`config.mk`:
```
export PLATFORM = sky130hd
export DESIGN_NAME = hkit_hash
export DESIGN_NICKNAME = d
export VERILOG_FILES = /design/src/hw/rtl/hkit_pkg.sv /design/src/hw/rtl/hkit_hash.sv
export SDC_FILE = /design/constraint.sdc
export NUM_CORES = 1
export LEC_CHECK = 0
export ABC_AREA = 1
export BUFFER_PORTS_ARGS = -buffer_cell sky130_fd_sc_hd__buf_2
export CELL_PAD_IN_SITES_DETAIL_PLACEMENT = 1
export CELL_PAD_IN_SITES_GLOBAL_PLACEMENT = 2
export CORE_MARGIN = 1.5
export CORE_UTILIZATION = 35
export DETAILED_ROUTE_END_ITERATION = 12
export PLACE_DENSITY = 0.71
export SYNTH_ARGS = -nofsm -noshare
export SYNTH_HDL_FRONTEND = slang
export SYNTH_SLANG_ARGS = --single-unit
```
`constraint.sdc`:
```
create_clock -name clk -period 29.4 [get_ports clk]
set_input_delay 4.41 -clock clk [delete_from_list [all_inputs] [get_ports clk]]
set_output_delay 4.41 -clock clk [all_outputs]
set_load 0.01 [all_outputs]
```
`src/hw/rtl/hkit_pkg.sv`:
```
// shared types and constants for the key intern table
package hkit_pkg;

	localparam logic [63:0] FNV_OFFSET = 64'hCBF29CE484222325;
	localparam logic [63:0] FNV_PRIME  = 64'h00000100000001B3;

	localparam logic [1:0] ST_FOUND    = 2'd0;
	localparam logic [1:0] ST_INSERTED = 2'd1;
	localparam logic [1:0] ST_FULL     = 2'd2;

	typedef struct packed {
		logic [15:0] kind_code;
		logic [7:0]  shape_width;
		logic [7:0]  shape_rows;
		logic [31:0] length_word;
		logic [31:0] flag_word;
		logic [31:0] aux_word;
		logic [63:0] ref_handle;
	} key_t;

	typedef struct packed {
		logic [5:0] entry_index;
		logic [1:0] status;
	} result_t;

endpackage

```
`src/hw/rtl/hkit_hash.sv`:
```
// front part: fnv-1a-64 hash of the packed key, one word per cycle, with a two entry queue
module hkit_hash (
	input  logic              clk,
	input  logic              arst_n,
	input  logic              start,
	input  hkit_pkg::key_t    key,
	output logic              busy,
	output logic              q_valid,
	output hkit_pkg::key_t    q_key,
	output logic [63:0]       q_hash,
	input  logic              q_pop
);

	typedef enum logic [1:0] {
		H_IDLE = 2'b01,
		H_RUN  = 2'b10
	} hstate_t;

	hstate_t        state_q;
	hkit_pkg::key_t key_q;
	logic [63:0]    hash_q;
	logic [1:0]     word_q;
	logic [63:0]    word;
	logic [63:0]    mixed;
	logic [63:0]    prod;

	// queue
	hkit_pkg::key_t qk_q [2];
	logic [63:0]    qh_q [2];
	logic           wp_q, rp_q;
	logic [1:0]     cnt_q;
	logic           push;

	always_comb begin
		case (word_q)
			2'd0:    word = {32'd0, key_q.kind_code, key_q.shape_width, key_q.shape_rows};
			2'd1:    word = {32'd0, key_q.length_word};
			2'd2:    word = {key_q.flag_word, key_q.aux_word};
			default: word = key_q.ref_handle;
		endcase
	end

	// prime is 2^40 + 0x1b3, so the low half of the product is a sum of shifted copies
	assign mixed = hash_q ^ word;
	assign prod  = (mixed << 40) + (mixed << 8) + (mixed << 7) + (mixed << 5)
		+ (mixed << 4) + (mixed << 1) + mixed;
	assign push = (state_q == H_RUN) && (word_q == 2'd3);
	assign busy = (state_q != H_IDLE) || (cnt_q == 2'd2);

	always_ff @(posedge clk or negedge arst_n) begin
		if (!arst_n) begin
			state_q <= H_IDLE;
			word_q  <= 2'd0;
		end else begin
			unique case (state_q)
				H_IDLE: begin
					if (start && !busy) begin
						state_q <= H_RUN;
						word_q  <= 2'd0;
					end
				end
				H_RUN: begin
					word_q <= word_q + 2'd1;
					if (word_q == 2'd3) state_q <= H_IDLE;
				end
				default: state_q <= H_IDLE;
			endcase
		end
	end

	always_ff @(posedge clk) begin
		if (start && !busy) begin
			key_q  <= key;
			hash_q <= hkit_pkg::FNV_OFFSET;
		end else if (state_q == H_RUN) begin
			hash_q <= prod;
		end
		if (push) begin
			qk_q[wp_q] <= key_q;
			qh_q[wp_q] <= prod;
		end
	end

	always_ff @(posedge clk or negedge arst_n) begin
		if (!arst_n) begin
			wp_q  <= 1'b0;
			rp_q  <= 1'b0;
			cnt_q <= 2'd0;
		end else begin
			if (push) wp_q <= ~wp_q;
			if (q_pop) rp_q <= ~rp_q;
			cnt_q <= cnt_q + {1'b0, push} - {1'b0, q_pop};
		end
	end

	assign q_valid = (cnt_q != 2'd0);
	assign q_key   = qk_q[rp_q];
	assign q_hash  = qh_q[rp_q];

endmodule

```
==> run_results.csv <==
group,metric,value,unit
outcome,status,"finished clean",
critical_path,path_max_fanout,62,
route,routedWlPerCell,24.5,µm
layout,final_cell_count_no_fill,5360,
critical_path,required,24.99,ns
min_path,hold_depth,2,
run,max-cap-violations,0,
floorplan,core,116000,µm²
critical_path,cp_cell_sequence,"buf_4 -> buf_4 -> buf_4 -> mux2_2 -> buf_2",
sta,setup-tns-final,0,ns
placement,port_buffers,453,
synthesis,synth-edff-count,704,
synthesis,synth.distinct_cells,59,
placement,placedInstanceArea,45100,µm²
synthesis,ys_ff_latch,776,
floorplan,initial_utilization,35.3,%
global_route,grt_max_degree,129,
placement,place_inst,5196,
clock_network,clkSlewWorstSetupHoldPaths,0.06,ns
sta,rsz0062_at_grt,"no",
min_path,min_delay_worst_endpoint,"hash_q[60]",
clock_network,clock_sinks,776,
global_route,grt_overflow,0,
min_path,min_path_type,"register to register",
critical_path,endpoint_kind,"primary output",
clock_network,cts_setup_buffers,0,
layout,fill_cells,12400,
min_path,worstHoldStart,"hash_q[60]",
clock_network,numCtsBuffers,86,
critical_path,r2r_end,"qh_q[1][39]",
critical_path,worstPathArrival,4.45,ns
layout,final_common_cell,"edfxtp_1",
synthesis,ys_async_sr_fraction,1.03,%
global_route,grt_pass1_wl,192000,µm
route,viasPerCell,4.90,
sta,fin_crit,8.86,ns
synthesis,avgSynthCellArea,12.6,µm²
route,num_vias,26200,
sta,clock_skew,0.0345,ns
layout,nets,4293,
synthesis,synth-warning-count,0,
synthesis,syn_inst,3259,
floorplan,row_count,125,
critical_path,critPathMaxStageDelay,0.90,ns
sta,hold_violations,0,
clock_network,cts_hold_buf,0,
floorplan,die_area,119000,µm²
clock_network,htree_levels,3,
route,wirelength,131000,µm
floorplan,die_x,345,µm
sta,clock.fmax,113,MHz
critical_path,r2r_slack,21.57,ns
sta,setup_violations,0,
route,initialDrtViolationCount,1586,
synthesis,netlist_area,41000,µm²
route,remaining_drc_errors,0,
clock_network,cts_resized,0,
critical_path,criticalPathCategory,"register to primary output",
global_route,grt_pass1_vias,28200,
layout,layout-drive-gt1-share,26.4,%
placement,place.gp.congestion,0.908,
sta,slew-limit-headroom,26.3,%
critical_path,rr_worst_depth,18,
critical_path,r2r_start,"word_q[0]",
synthesis,synth_nets,3792,
global_route,antenna_found_initial,12,
critical_path,crit_top_cell,"buf_4",
clock_network,cts_tree,"built",
route,antenna_left,0,
sta,worst_pin_slew,1.11,ns
critical_path,cp-start-kind,"register",
floorplan,pin_count,454,
clock_network,clockRootBuffer,"clkbuf_16",
synthesis,ys.flop_type,"edfxtp_1",
placement,dpl.hpwl,101000,µm
layout,area_delta_synth_final,16.9,%
global_route,track_usage,22.0,%
critical_path,crit_slowest_cell,"buf_4",
sta,period_share,30.1,%
clock_network,insertion_delay,0.67,ns
route,drt_first_pass_iters,7,
synthesis,yosysSeqAreaShare,55.2,%
layout,post-route-cell-area,47900,µm²
layout,most-common-layout-cells,"edfxtp_1 (704), nand2_1 (474), buf_2 (453)",
clock_network,cts_buffer_depth,3,
sta,slew_violations,0,
floorplan,die_h,345,µm
kinds of logic (layout without fill, tap and decap cells):
group | count (synthesis) | count (layout) | share of synthesized area (%)
xor+xnor | 171 | 171 | 4.67
buf+inv | 530 | 1098 | 5.30
mux | 256 | 256 | 7.03
compound gates | 373 | 373 | 5.80
simple gates | 816 | 816 | 8.39
fa+ha+maj | 337 | 337 | 13.6
other cells | 0 | 9 | 0
flops | 776 | 776 | 55.2
metrics by stage:
step                      setup slack [ns]  utilization (%)  hold WS [ns]
after floorplan                      15.53                -         0.437
after global placement               21.24             38.8         0.448
after detailed placement             21.15             38.8         0.458
after CTS                            20.43             41.2         0.465
after global routing                 20.31             41.2         0.480
final                                20.54             41.2         0.464
cell type report:
type                       instances  area [µm²]  area share [%]
clock buffer                      98        2250            4.69
timing repair buffer             482        2510            5.24
inverter                         461        1740            3.63
antenna                            9        22.5          0.0470
sequential                       776       22600            47.2
tap                             1524        1910            3.98
clock inverter                    57         561            1.17
multi-input combinational       1953       16300            34.0
worst max-delay path, delay by kind of cell (launching register included):
family / cells / cell delay, ns
buffers and inverters: 4 / 2.41
DFF: 1 / 0.87
muxes: 1 / 0.42
Yosys cell counts, types with 3 or more instances:
cell	number	area, µm²
o21ai_1	33	165
o211ai_2	3	37.5
nand3_1	119	596
a21o_1	26	195
nand2_2	10	62.6
nand4_1	14	87.6
a22oi_2	3	37.5
edfxtp_1	704	21100
nor2_2	6	37.5
nor2_1	156	586
a21oi_1	109	546
nand2_1	474	1780
o22ai_1	12	75.1
buf_4	4	30.0
dfxtp_1	64	1280
o21bai_1	34	255
buf_1	3	11.3
nand3_2	10	100
xnor2_2	6	97.6
dfrtp_1	7	175
buf_2	31	155
a31oi_1	4	25.0
o21ai_2	16	140
inv_2	24	90.1
clkbuf_1	16	60.1
buf_6	14	158
xor2_1	102	893
a22o_1	24	210
xor2_2	12	195
a22oi_1	13	97.6
a21oi_2	9	78.8
o21ai_0	73	365
inv_1	435	1630
fa_1	183	3660
or2_1	3	18.8
and2_1	4	25.0
a21boi_0	3	22.5
o21a_1	3	22.5
mux2_2	256	2880
xnor2_1	36	315
nor3_1	10	50.1
o21ai_4	5	81.3
ha_1	154	1930
xor2_4	14	385
sequential cells by signal, summed over array words and instances, names as in the netlist:
register,cells
qk_q,384
key_q,192
qh_q,128
hash_q,64
cnt_q,2
state_q,2
word_q,2
rp_q,1
wp_q,1
per-layer routing:
metal / routed length (µm) / GRT usage [%] / vias to the layer above
li1: - / - / 12100
met1: 57800 / 29.4 / 13400
met2: 64300 / 37.1 / 599
met3: 5990 / 3.32 / 138
met4: 3110 / 6.25 / 2
met5: 7 / 0 / -
worst max-delay path by stage:
stage	endpoint	slack (ns)	startpoint	depth (start not counted)
after floorplan	hash_q[12]	15.53	start	7
after global placement	q_key[52]	21.24	rp_q	5
after detailed placement	q_key[54]	21.15	rp_q	5
after CTS	q_key[28]	20.43	rp_q	5
after global routing	q_hash[29]	20.31	rp_q	5
final	q_key[28]	20.54	rp_q	5
Power is left out: the tool's default activity adds up to more than one toggle a clock period on the data nets, which glitch-free logic cannot reach.
